File: src/rtl/circ_sqrt.sv
`timescale 1ns / 1ps
`default_nettype none
// ----------------------------------------------------------------------------
// Circle intersection square root
// Truncating integer square root, one root bit per register stage.
// ----------------------------------------------------------------------------
module circ_sqrt #(
   parameter int RAD_W = 62,
   parameter int ROOT_W = 31
) (
   input  wire logic              clock,
   input  wire logic              enable,
   input  wire logic [RAD_W-1:0]  radicand,
   output logic      [ROOT_W-1:0] root
);
   localparam int TEST_W = RAD_W + 2;

   logic [RAD_W-1:0]  rem_ff  [ROOT_W];
   logic [ROOT_W-1:0] root_ff [ROOT_W];

   for (genvar s = 0; s < ROOT_W; s++) begin : g_stage
      localparam int BIT = ROOT_W - 1 - s;
      logic [RAD_W-1:0]  rem_prev;
      logic [ROOT_W-1:0] root_prev;
      logic [TEST_W-1:0] trial;
      logic              take;
      logic [RAD_W-1:0]  rem_in;
      logic [ROOT_W-1:0] root_in;

      if (s == 0) begin : g_first
         assign rem_prev = radicand;
         assign root_prev = '0;
      end else begin : g_next
         assign rem_prev = rem_ff[s-1];
         assign root_prev = root_ff[s-1];
      end

      // Growing the root by this bit adds 2*root*2^bit + 4^bit to its square.
      assign trial = (TEST_W'(root_prev) << (BIT + 1)) + (TEST_W'(1) << (2 * BIT));
      assign take = (TEST_W'(rem_prev) >= trial);
      assign rem_in = take ? RAD_W'(TEST_W'(rem_prev) - trial) : rem_prev;
      assign root_in = take ? (root_prev | (ROOT_W'(1) << BIT)) : root_prev;

      always_ff @(posedge clock) begin
         if (enable) begin
            rem_ff[s] <= rem_in;
            root_ff[s] <= root_in;
         end
      end
   end

   assign root = root_ff[ROOT_W-1];
endmodule
`default_nettype wire
File: config.mk
export PLATFORM = sky130hd
export DESIGN_NAME = circ_sqrt
export DESIGN_NICKNAME = d
export VERILOG_FILES = /design/src/rtl/circ_sqrt.sv
export SDC_FILE = /design/constraint.sdc
export NUM_CORES = 2
export LEC_CHECK = 0
export BUFFER_PORTS_ARGS = -buffer_cell sky130_fd_sc_hd__buf_2
export CAP_MARGIN = 20
export CELL_PAD_IN_SITES_DETAIL_PLACEMENT = 1
export CELL_PAD_IN_SITES_GLOBAL_PLACEMENT = 2
export CORE_ASPECT_RATIO = 1.2
export CORE_MARGIN = 2
export CORE_UTILIZATION = 31
export CTS_CLUSTER_SIZE = 30
export DETAILED_ROUTE_END_ITERATION = 7
export HOLD_SLACK_MARGIN = 0.1
export PLACE_DENSITY = 0.64
export SYNTH_ARGS = -nofsm -noshare
export SYNTH_HDL_FRONTEND = slang
export SYNTH_SLANG_ARGS = --single-unit
File: constraint.sdc
create_clock -name clock -period 3.7 [get_ports clock]
set_input_delay 0.185 -clock clock [delete_from_list [all_inputs] [get_ports clock]]
set_output_delay 0.185 -clock clock [all_outputs]
set_load 0.01 [all_outputs]
==> metrics.yaml <==
synth_area_leaders: "edfxtp_1, ha_1, xor2_1"
multi_input_area_mm2: 0.0396
holdWs_ns: 0.315
fin_crit_sh: 0.973
die_width_um: 554
stdcell_count: 14920
synth_common_cells: "edfxtp_1, inv_1, nand2_1"
fin_worst_skew_ns: 0.0690
nFillCells: 38396
required_ns: 4.28
ys_seq_area_frac: 0.628
grt_max_degree: 135
slew_violations: 0
synth_warnings: 0
rsz0062_at_grt: "true"
nets: 10553
cts_tree: "done"
synth_area_leader_cell: "edfxtp_1"
clk_pin_slew_worst_paths_ns: 0.06
status: "completed"
postLayoutCoreUtil: 0.373
synth_nets: 9499
wl_mm: 317
drive_gt1_frac: 0.149
clockBufferDepth: 4
cts_root_buffer: "clkbuf_16"
mappedNetlistArea_mm2: 0.113
gp_congestion: 0.868
worst_pin_slew_ns: 0.900
power_mw: 81.4
min_path_type: "in2reg"
vias: 73772
dpl.hpwl_mm: 246
syn_inst: 8910
antenna_found_initial: 3
end_kind: "flip-flop"
finalSetupViolCount: 0
drtAntennaViolNets: 0
synth.distinct_cells: 96
grt_usage: 0.169
placeableCoreArea_mm2: 0.362
ys.flop_type: "edfxtp_1"
clk_latency_ns: 0.90
gr-total-overflow: 0
die_h_um: 664
tns_ns: 0
htree_num_levels: 5
avgSynthCellArea_um2: 12.6
drt-initial-drc-count: 3479
path_class: "reg2reg"
startpoint_type: "flip-flop"
grt_pass1_wl_mm: 482
synth_edf_count: 2356
p_per_area_mw_per_mm2: 603
regArea_mm2: 0.0707
ir_worst_vdd_uv: 344
syn2layout_area_growth_pct: 19.9
dp_cells: 14297
cts_buffers: 265
async_reset_ff_frac: 0
timing.fmax_ghz: 0.278
clock-sinks: 2356
portBuffers: 94
grt_pass1_vias: 80435
drv_cap: 0
initial_core_util: 0.311
vias_per_cell: 4.94
drc_errors: 0
fin_crit_ns: 3.60
num_rows: 242
yosysTopAreaCellShare: 0.628
maxSlewHeadroom: 0.392
post-synth-top-count-cell: "edfxtp_1"
critPathArrivalTime_ns: 4.18
first_pass_iters: 6
finalHoldViolCount: 0
ioPinCount: 95
ys_ff_latch: 2356
critPathMaxFanout: 4
dieArea_mm2: 0.368
wire_per_inst_um: 21.2
p_leak_nw: 50.8
cell usage in the layout (no fill, tap or decap), drive strengths merged, types with 184 or more instances in the layout:
cell,count
edfxtp,2356
buf,835
inv,664
nand2,583
nor2,539
a21oi,537
ha,525
o21ai,446
xor2,434
xnor2,388
clkbuf,315
nor4,301
nor3,262
a21o,184
worst paths after layout:
path	end	cells after the start	slack, ns	startpoint
worst min-delay path	rem_ff[0][60]	4	0.32	radicand[60]
worst max-delay path	rem_ff[13][115]	13	0.1	rem_ff[13][9]
worst min register to register	root_ff[1][140]	0	0.43	root_ff[1][109]
worst max register to register	rem_ff[13][115]	13	0.1	rem_ff[13][9]
timing repair:
action	4_1_cts	5_1_grt
resized for setup	60	135
setup buffers	7	26
pin swaps	10	41
hold buffers	125	0
hold endpoints to repair	133	0
endpoints found under the setup margin	207	234
per-stage QoR:
| stage | worst slack, ns | cell area (um2) |
|---|---|---|
| 3_5_place_dp | -0.835 | 124000 |
| 6_report | 0.0988 | 135000 |
| 4_1_cts | 0.00264 | 134000 |
| 5_1_grt | -0.0591 | 135000 |
| 3_3_place_gp | -0.772 | 124000 |
| 2_1_floorplan | 0.289 | 113000 |
state kept, by name, summed over array words and instances (netlist names):
name,cells
root_ff,496
rem_ff,1860
logic make-up (layout without fill, tap and decap cells):
kind of cell / Yosys count / after routing / share of synthesized area
AO/OA/AOI/OAI: 1672 / 1672 / 0.0914
XOR/XNOR: 822 / 822 / 0.0640
adder cells (fa/ha/maj): 525 / 525 / 0.0584
buffers and inverters: 826 / 2075 / 0.0280
flip-flops: 2356 / 2356 / 0.628
multiplexers: 71 / 71 / 0.00697
other: 0 / 3 / 0
AND/OR/NAND/NOR: 2638 / 2638 / 0.123
power by group:
part	switching (mW)	internal, mW
clock network	10.9	15.1
registers	2.75	33.9
logic	10.6	8.18
total	24.2	57.2
cell type report:
type                       instances  area share
antenna                            3   0.0000556
clock buffer                     315      0.0515
clock inverter                   147      0.0110
inverter                         653      0.0182
multi-input combinational       5728       0.294
sequential                      2356       0.524
tap                             4758      0.0441
timing repair buffer             960      0.0571
critical path, cell delays in order (launching register included):
cell	delay (ns)
edfxtp_1	0.40
ha_1	0.36
o211ai_1	0.15
a2111oi_0	0.57
buf_4	0.22
o311a_1	0.23
o2111ai_2	0.16
a31o_2	0.29
a21oi_1	0.15
buf_4	0.16
o21ai_0	0.11
and2_1	0.19
nand3_1	0.22
xnor2_1	0.09
metal layers:
metal / GRT usage / vias to the layer above / routed length, um
met1: 0.174 / 36758 / 118000
met4: 0.0766 / 0 / 16200
met5: 0 / - / 0
met2: 0.337 / 1025 / 175000
li1: - / 35400 / -
met3: 0.0181 / 589 / 7890
Note: power is estimated with default switching activity, not from simulation.
