<file path="src/rtl/circ_delay.sv">
`timescale 1ns / 1ps
`default_nettype none
// ----------------------------------------------------------------------------
// Circle intersection delay line
// Carries side data and valid bits alongside a pipelined arithmetic unit.
// ----------------------------------------------------------------------------
module circ_delay #(
   parameter int WIDTH = 8,
   parameter int DEPTH = 4
) (
   input  wire logic             clock,
   input  wire logic             reset,
   input  wire logic             enable,
   input  wire logic [WIDTH-1:0] din,
   output logic      [WIDTH-1:0] dout
);
   logic [WIDTH-1:0] tap_ff [DEPTH];

   always_ff @(posedge clock) begin
      if (reset) begin
         for (int i = 0; i < DEPTH; i++) begin
            tap_ff[i] <= '0;
         end
      end else if (enable) begin
         tap_ff[0] <= din;
         for (int i = 1; i < DEPTH; i++) begin
            tap_ff[i] <= tap_ff[i-1];
         end
      end
   end

   assign dout = tap_ff[DEPTH-1];
endmodule
`default_nettype wire

</file>
<file path="config.mk">
export PLATFORM = sky130hd
export DESIGN_NAME = circ_delay
export DESIGN_NICKNAME = d
export VERILOG_FILES = /design/src/rtl/circ_delay.sv
export SDC_FILE = /design/constraint.sdc
export NUM_CORES = 1
export LEC_CHECK = 0
export ABC_CLOCK_PERIOD_IN_PS = 3400
export BUFFER_PORTS_ARGS = -buffer_cell sky130_fd_sc_hd__buf_2
export CAP_MARGIN = 30
export CORE_MARGIN = 2
export CORE_UTILIZATION = 37
export DETAILED_ROUTE_END_ITERATION = 16
export GPL_TIMING_DRIVEN = 0
export PLACE_DENSITY = 0.66
export SLEW_MARGIN = 5
export SYNTH_ARGS = -nofsm -noshare
export SYNTH_HDL_FRONTEND = slang
export SYNTH_SLANG_ARGS = --single-unit
</file>
<file path="constraint.sdc">
create_clock -name clock -period 3.4 [get_ports clock]
set_input_delay 0.68 -clock clock [delete_from_list [all_inputs] [get_ports clock]]
set_output_delay 0.68 -clock clock [all_outputs]
set_load 0.01 [all_outputs]
</file>
==> impl_metrics.json, run 1 <==
{
  "status": "finished clean",
  "r2r_end": "tap_ff[3][0]",
  "io_pins": 19,
  "grt_pass1_wl_mm": 2.932,
  "die_w_um": 63.33,
  "initial_core_util_pct": 38.73,
  "drc": 0,
  "drt-initial-drc-count": 27,
  "required_ps": 3420,
  "fmax_ghz": 0.6084,
  "critical_path.startpoint_type": "input pin",
  "synth-seq-cells": 32,
  "grt_usage_pct": 10.08,
  "yosysTopAreaCell": "edfxtp_1",
  "setup_violations": 0,
  "syn_area_per_cell_um2": 18.35,
  "synthDistinctLibCells": 5,
  "met1_usage_pct": 9.412,
  "drt-total-wl_mm": 1.695,
  "drtPass1Iterations": 5,
  "die_area_um2": 4011,
  "layout-drive-gt1-share_pct": 51.55,
  "worst_slew_pin_slew_ps": 425.8,
  "io_buffers": 18,
  "diodes": 0,
  "yosysTopAreaCellShare_pct": 73.78,
  "top_regs": "tap_ff (32)",
  "r2r_start": "tap_ff[2][0]",
  "core-area_um2": 3363,
  "grt_max_degree": 24,
  "syn_area_um2": 1302,
  "cap_violations": 0,
  "overflow": 0,
  "endpoint_kind": "flop",
  "p_leak_nw": 0.7096,
  "grt_pass1_vias": 702,
  "die_h_um": 63.33,
  "reg2reg_slack_ps": 2600,
  "powerDensity_nw_per_um2": 464.3,
  "clockBufferDepth": 2,
  "cts_buffers": 5,
  "row_count": 21,
  "antenna_found_initial": 0,
  "slew_headroom_pct": 71.61,
  "path_clk_slew_ps": 90,
  "hold_class": "reg2reg",
  "path_cells": "buf_2 -> buf_2 -> or2_1 -> buf_8",
  "cts_hold_buf": 0,
  "top_register": "tap_ff",
  "finClkSkew_ps": 9.992,
  "syn_nets": 82,
  "mostFrequentLayoutCells": "32 x edfxtp_1, 24 x buf_2, 20 x and3b_2",
  "finalSetupTns_ps": 0,
  "rsz0062_at_grt": "no",
  "final_common_cell": "edfxtp_1",
  "critPathLaunch": "reset",
  "finalCritPeriodShare_pct": 48.34,
  "synth_warnings": 0,
  "yosysSeqAreaShare_pct": 73.78,
  "cp_max_fo": 23,
  "critPathCapture": "tap_ff[0][0]",
  "finalNetCount": 108,
  "grtUsageMet2_pct": 17.11,
  "hold_viol_final": 0,
  "drv_slew": 0,
  "yosys-top-cells-area": "edfxtp_1 74%, and3b_2 15%, and3b_1 8.1%",
  "irDropWorstVdd_mv": 0.2137,
  "slowest_stage": "or2_1",
  "dp_slack_ps": 1403,
  "synthesis.instances": 71,
  "cp.buffers_inverters": 3,
  "worst-setup-path-type": "in2reg",
  "clk_latency_ps": 330,
  "ant_nets": 0,
  "crit_family": "buffers and inverters",
  "worst_slack_ps": 1756,
  "clock_sinks": 32,
  "place_congestion": 0.6527,
  "cp.depth": 4,
  "rr_worst_depth": 1,
  "post_cts_buffers": 0,
  "vias": 667,
  "gr-max-usage-layer": "met2",
  "vias_per_cell": 4.664,
  "grt_util_met3_pct": 6.250,
  "htree_levels": 2,
  "cts_tree": "yes",
  "cts.repair.resized": 0,
  "arrival_ps": 1670,
  "syn_to_final_growth_pct": 15.95,
  "wl_per_cell_um": 11.85,
  "crit_top_cell": "buf_2",
  "largest_reg_flops": 32,
  "fin_crit_ps": 1644,
  "slowest_delay_ps": 400,
  "cts-root-buf": "clkbuf_4"
}
==> per-layer routing <==
layer  vias up  routed length, µm
li1        323                  -
met1       315                654
met4         0                 32
met5         -                  0
met2        23                841
met3         6                166
==> cell type report <==
class                      instances  area, µm²
fill                             311       1853
clock inverter                     2      7.507
sequential                        32      960.9
buffer                             6      30.03
timing repair buffer              19      105.1
multi-input combinational         33      311.5
clock buffer                       5      37.54
tap                               46      57.56
==> worst min-delay path by stage <==
stage / end / start / slack (ps) / cells past startpoint
6_report: tap_ff[2][2] / tap_ff[1][2] / 560 / 1
3_3_place_gp: tap_ff[2][0] / tap_ff[1][0] / 540 / 1
4_1_cts: tap_ff[3][5] / tap_ff[2][5] / 570 / 1
2_1_floorplan: tap_ff[3][7] / tap_ff[2][7] / 530 / 1
5_1_grt: tap_ff[2][4] / tap_ff[1][4] / 580 / 1
3_5_place_dp: tap_ff[3][5] / tap_ff[2][5] / 540 / 1
==> synth_stat cells <==
cell	instances
buf_2	6
and3b_1	12
and3b_2	20
edfxtp_1	32
or2_1	1
==> power breakdown <==
part           switching, mW  internal [mW]  total, mW
Combinational         0.0251         0.0234     0.0485
Clock                  0.114         0.0719      0.186
Sequential           0.00499          0.461      0.466
Total                  0.145          0.557      0.701
==> through the flow <==
stage	instance area, µm²	total power, mW	hold slack [ps]	instances	util, %
floorplan	1303	0.5036	531.0	71	-
global placement	1450	0.5207	535.8	135	43.12
detailed placement	1465	0.5249	542.5	136	43.56
CTS	1510	0.7081	565.3	143	44.90
global route	1510	0.7357	582.8	143	44.90
finish	1510	0.7012	562.6	143	44.90
==> logic make-up after synthesis <==
group | count (synthesis) | synth area share (%)
DFF | 32 | 73.78
buffers and inverters | 6 | 2.306
and+or+nand+nor | 33 | 23.92
(Power assumes the default switching activity.)
==> run 2: changes to the inputs <==
ABC_CLOCK_PERIOD_IN_PS = 1500   (was 3400)
PLACE_DENSITY = 0.68   (was 0.66)
clock period = 1.5 ns   (was 3.4 ns; I/O delays follow)
==> run 2 against run 1 <==
Largest power group unchanged. Sequential share of layout area is 0.37 points higher. Register-to-register slack worse by 1900 ps. Hold slack worse by 280 ps.
==> impl_metrics.json, run 2 (synthesis results as in run 1) <==
{
  "whs_ps": 281.4,
  "htree_levels": 2,
  "hold_viol_final": 0,
  "clock_sinks": 32,
  "clockBufferDepth": 2,
  "layout.cells.non_filler": 143,
  "final_core_util_pct": 44.64,
  "layout-drive-gt1-share_pct": 53.61,
  "overflow": 0,
  "path_clk_slew_ps": 90,
  "area.sequential_um2": 960.9,
  "top_regs": "tap_ff (32)",
  "rsz0062_at_grt": "no",
  "min_from": "din[7]",
  "finalCritPeriodShare_pct": 86.44,
  "r2r_start": "tap_ff[0][4]",
  "cts_buffers": 5,
  "clk_latency_ps": 320,
  "worst_slew_pin_slew_ps": 734.1,
  "multi_input_area_um2": 311.5,
  "wl_per_cell_um": 12.95,
  "setup_violations": 0,
  "hold_class": "in2reg",
  "mostFrequentLayoutCells": "32 x edfxtp_1, 24 x buf_2, 20 x and3b_2",
  "fill_cells": 320,
  "dp_hpwl_mm": 1.182,
  "endpoint_kind": "flop",
  "die_h_um": 63.33,
  "io_pins": 19,
  "grt_max_degree": 33,
  "top_register": "tap_ff",
  "hold_path_end": "tap_ff[0][7]",
  "row_count": 21,
  "drv_slew": 0,
  "worst-setup-path-type": "in2reg",
  "dp_cells": 135,
  "irDropWorstVdd_mv": 0.4774,
  "crit_top_cell": "buf_2",
  "vias": 673,
  "drc": 0,
  "cts-root-buf": "clkbuf_4",
  "fin_crit_ps": 1297,
  "io_buffers": 18,
  "slowest_delay_ps": 620,
  "ant_nets": 0,
  "p_leak_nw": 0.7089,
  "cp_max_fo": 32,
  "drt-total-wl_mm": 1.852,
  "grt_usage_pct": 10.83,
  "path_cells": "buf_2 -> buf_2 -> or2_2",
  "drtPass1Iterations": 3,
  "drt-initial-drc-count": 18,
  "diodes": 0,
  "grt_pass1_vias": 660,
  "die_area_um2": 4011,
  "arrival_ps": 1250,
  "antenna_found_initial": 0,
  "slowest_stage": "or2_2",
  "r2r_end": "tap_ff[1][4]",
  "place_congestion": 0.6528,
  "slew_headroom_pct": 51.06,
  "powerDensity_nw_per_um2": 1073,
  "final_common_cell": "edfxtp_1",
  "finClkSkew_ps": 7.848,
  "status": "finished clean",
  "cts.repair.resized": 0,
  "grt_pass1_wl_mm": 3.105,
  "initial_core_util_pct": 38.73,
  "holdPathStages": 2,
  "rr_worst_depth": 1,
  "cap_violations": 0,
  "cts_tree": "yes",
  "required_ps": 1460,
  "finalNetCount": 107,
  "post_cts_buffers": 0,
  "cts_hold_buf": 0,
  "reg2reg_slack_ps": 680,
  "die_w_um": 63.33,
  "fmax_ghz": 0.7712,
  "critical_path.startpoint_type": "input pin",
  "finalSetupTns_ps": 0,
  "syn_to_final_growth_pct": 15.27,
  "vias_per_cell": 4.706,
  "largest_reg_flops": 32,
  "core-area_um2": 3363
}
## run 2: changes by cell type in the layout (fill, tap and decap cells not counted), sizes merged
cell / previous run / this run
buf: 25 / 24
clkinv: 2 / 3
## run 2: report_power, final
part | internal [mW] | switching [mW]
Sequential | 1.05 | 0.0119
Combinational | 0.0498 | 0.0570
Clock | 0.172 | 0.274
## run 2: worst max-delay path by stage
stage               start      endpoint  slack [ps]  depth (start not counted)
global placement    reset  tap_ff[0][3]        -100                          3
finish              reset  tap_ff[0][6]         200                          3
CTS                 reset  tap_ff[0][5]         200                          3
global route        reset  tap_ff[1][6]         110                          3
floorplan           reset  tap_ff[0][0]         230                          2
detailed placement  reset  tap_ff[0][5]        -150                          3
## run 2: critical path, delay by kind of cell
kind | cells | cell delay (ps)
buffers and inverters | 2 | 320
and+or+nand+nor | 1 | 620
## run 2: per-layer routing
layer  up-vias  part of all wire (%)  global-route usage [%]
met5         -                     0                       0
met4         0                   1.8                   4.891
met3         4                   8.2                   6.250
met2        24                    50                   17.37
met1       322                    40                   11.48
li1        323                     -                       -
## run 2: layout make-up
| type | count | share of cell area (%) |
|---|---|---|
| Timing Repair Buffer | 18 | 6.000 |
| Sequential cell | 32 | 64.00 |
| Multi-Input combinational cell | 33 | 20.75 |
| Buffer | 6 | 2.000 |
| Clock inverter | 3 | 0.9167 |
| Clock buffer | 5 | 2.500 |
| Tap cell | 46 | 3.833 |
## run 2: metrics by stage
| stage | setup slack, ps | total power, mW | cell area, µm² |
|---|---|---|---|
| 6_report | 203.4 | 1.611 | 1501 |
| 5_1_grt | 114.4 | 1.698 | 1501 |
| 3_3_place_gp | -102.5 | 1.179 | 1450 |
| 4_1_cts | 200.2 | 1.637 | 1501 |
| 3_5_place_dp | -154.0 | 1.188 | 1450 |
| 2_1_floorplan | 226.4 | 1.141 | 1303 |
==> run 3: changes to the inputs <==
BUFFER_PORTS_ARGS = -buffer_cell sky130_fd_sc_hd__buf_4   (was -buffer_cell sky130_fd_sc_hd__buf_2)
==> run 3 against run 2 <==
Clock skew rose by 1.0 ps. Final area rose by 2.8%. Fmax rose by 2.1%. Die area did not move. Cell count did not move. Combinational power rose by 12%. Critical path depth did not move. Flip-flop and latch count did not move. Wire length fell by 5.2%. Sequential share of layout area fell by 1.8 points. Largest power group unchanged.
==> impl_metrics.json, run 3 (synthesis results as in run 1) <==
{
  "core-area_um2": 3363,
  "mostFrequentLayoutCells": "32 x edfxtp_1, 20 x and3b_2, 18 x buf_4",
  "clock_sinks": 32,
  "hold_class": "in2reg",
  "place_congestion": 0.6678,
  "top_regs": "tap_ff (32)",
  "multi_input_area_um2": 311.5,
  "status": "finished clean",
  "initial_core_util_pct": 38.73,
  "drc": 0,
  "ant_nets": 0,
  "clockBufferDepth": 2,
  "path_clk_slew_ps": 90,
  "dp_hpwl_mm": 1.127,
  "setup_violations": 0,
  "fin_crit_ps": 1270,
  "layout-drive-gt1-share_pct": 51.55,
  "die_h_um": 63.33,
  "wl_per_cell_um": 12.27,
  "largest_reg_flops": 32,
  "diodes": 0,
  "arrival_ps": 1220,
  "antenna_found_initial": 0,
  "whs_ps": 288.7,
  "cp_max_fo": 32,
  "min_from": "din[4]",
  "io_buffers": 18,
  "dp_slack_ps": -128.3,
  "cts_tree": "yes",
  "hold_viol_final": 0,
  "cap_violations": 0,
  "worst-setup-path-type": "in2reg",
  "finalNetCount": 107,
  "worst_slew_pin_slew_ps": 724.7,
  "required_ps": 1450,
  "final_common_cell": "edfxtp_1",
  "p_leak_nw": 0.7147,
  "rr_worst_depth": 1,
  "slew_headroom_pct": 51.69,
  "power_mw": 1.620,
  "vias": 650,
  "fmax_ghz": 0.7873,
  "grt_pass1_vias": 693,
  "grt_pass1_wl_mm": 3.008,
  "holdPathStages": 2,
  "syn_to_final_growth_pct": 18.54,
  "vias_per_cell": 4.545,
  "rsz0062_at_grt": "no",
  "cts_buffers": 5,
  "fill_cells": 318,
  "powerDensity_nw_per_um2": 1049,
  "worst_slack_ps": 229.9,
  "row_count": 21,
  "post_cts_buffers": 0,
  "cts_hold_buf": 0,
  "cts-root-buf": "clkbuf_4",
  "hold_path_end": "tap_ff[0][4]",
  "area.sequential_um2": 960.9,
  "clk_latency_ps": 320,
  "endpoint_kind": "flop",
  "die_w_um": 63.33,
  "cts.repair.resized": 0,
  "die_area_um2": 4011,
  "r2r_start": "tap_ff[2][6]",
  "finClkSkew_ps": 8.867,
  "r2r_end": "tap_ff[3][6]",
  "drv_slew": 0,
  "drtPass1Iterations": 2,
  "top_register": "tap_ff",
  "drt-initial-drc-count": 27,
  "reg2reg_slack_ps": 700,
  "io_pins": 19,
  "overflow": 0,
  "grt_max_degree": 33,
  "critical_path.startpoint_type": "input pin",
  "grt_usage_pct": 10.27,
  "drt-total-wl_mm": 1.755,
  "irDropWorstVdd_mv": 0.5268,
  "finalCritPeriodShare_pct": 84.68,
  "htree_levels": 2
}
==> run 3: cell types whose count changed in the layout (fill, tap and decap cells not counted) <==
| cell | previous run | this run |
|---|---|---|
| clkinv_2 | 2 | 0 |
| clkbuf_1 | 0 | 2 |
| buf_2 | 24 | 6 |
| buf_4 | 0 | 18 |
==> run 3: worst max-delay path by stage <==
stage / end / slack (ps) / cells after the start / startpoint
floorplan: tap_ff[0][0] / 230 / 2 / reset
global placement: tap_ff[0][1] / -80 / 3 / reset
detailed placement: tap_ff[0][5] / -130 / 3 / reset
CTS: tap_ff[2][2] / 220 / 3 / reset
global route: tap_ff[2][6] / 150 / 3 / reset
finish: tap_ff[0][2] / 230 / 3 / reset
==> run 3: power by group <==
group | switching, mW | leakage (nW) | internal (mW)
combinational | 0.0560 | 0.336 | 0.0637
clock | 0.262 | 0.0269 | 0.180
sequential | 0.0118 | 0.352 | 1.05
==> run 3: area by class of cell <==
cell class,instances,share of cell area (%)
Tap cell,46,3.728
Multi-Input combinational cell,33,20.18
Buffer,6,1.945
Clock buffer,7,2.917
Clock inverter,1,0.2431
Timing Repair Buffer,18,8.752
Sequential cell,32,62.24
==> run 3: routing by layer <==
metal	routed length [µm]	part of all wire (%)	GRT usage (%)	up-vias
met5	0	0	0	-
met3	129	7.4	5.714	4
met4	36	2.1	4.891	0
met1	741	42	10.35	299
li1	-	-	-	324
met2	847	48	17.11	23
==> run 3: worst max-delay path, stage by stage <==
cell,delay (ps)
buf_4,100
buf_2,190
or2_2,620
==> run 3: per-stage QoR <==
step | cells | TNS, ps | util (%) | cell area, µm²
finish | 143 | 0 | 45.91 | 1544
global route | 143 | 0 | 45.91 | 1544
CTS | 143 | 0 | 45.91 | 1544
detailed placement | 135 | -4089 | 44.46 | 1495
global placement | 135 | -2595 | 44.46 | 1495
floorplan | 71 | 0 | - | 1303
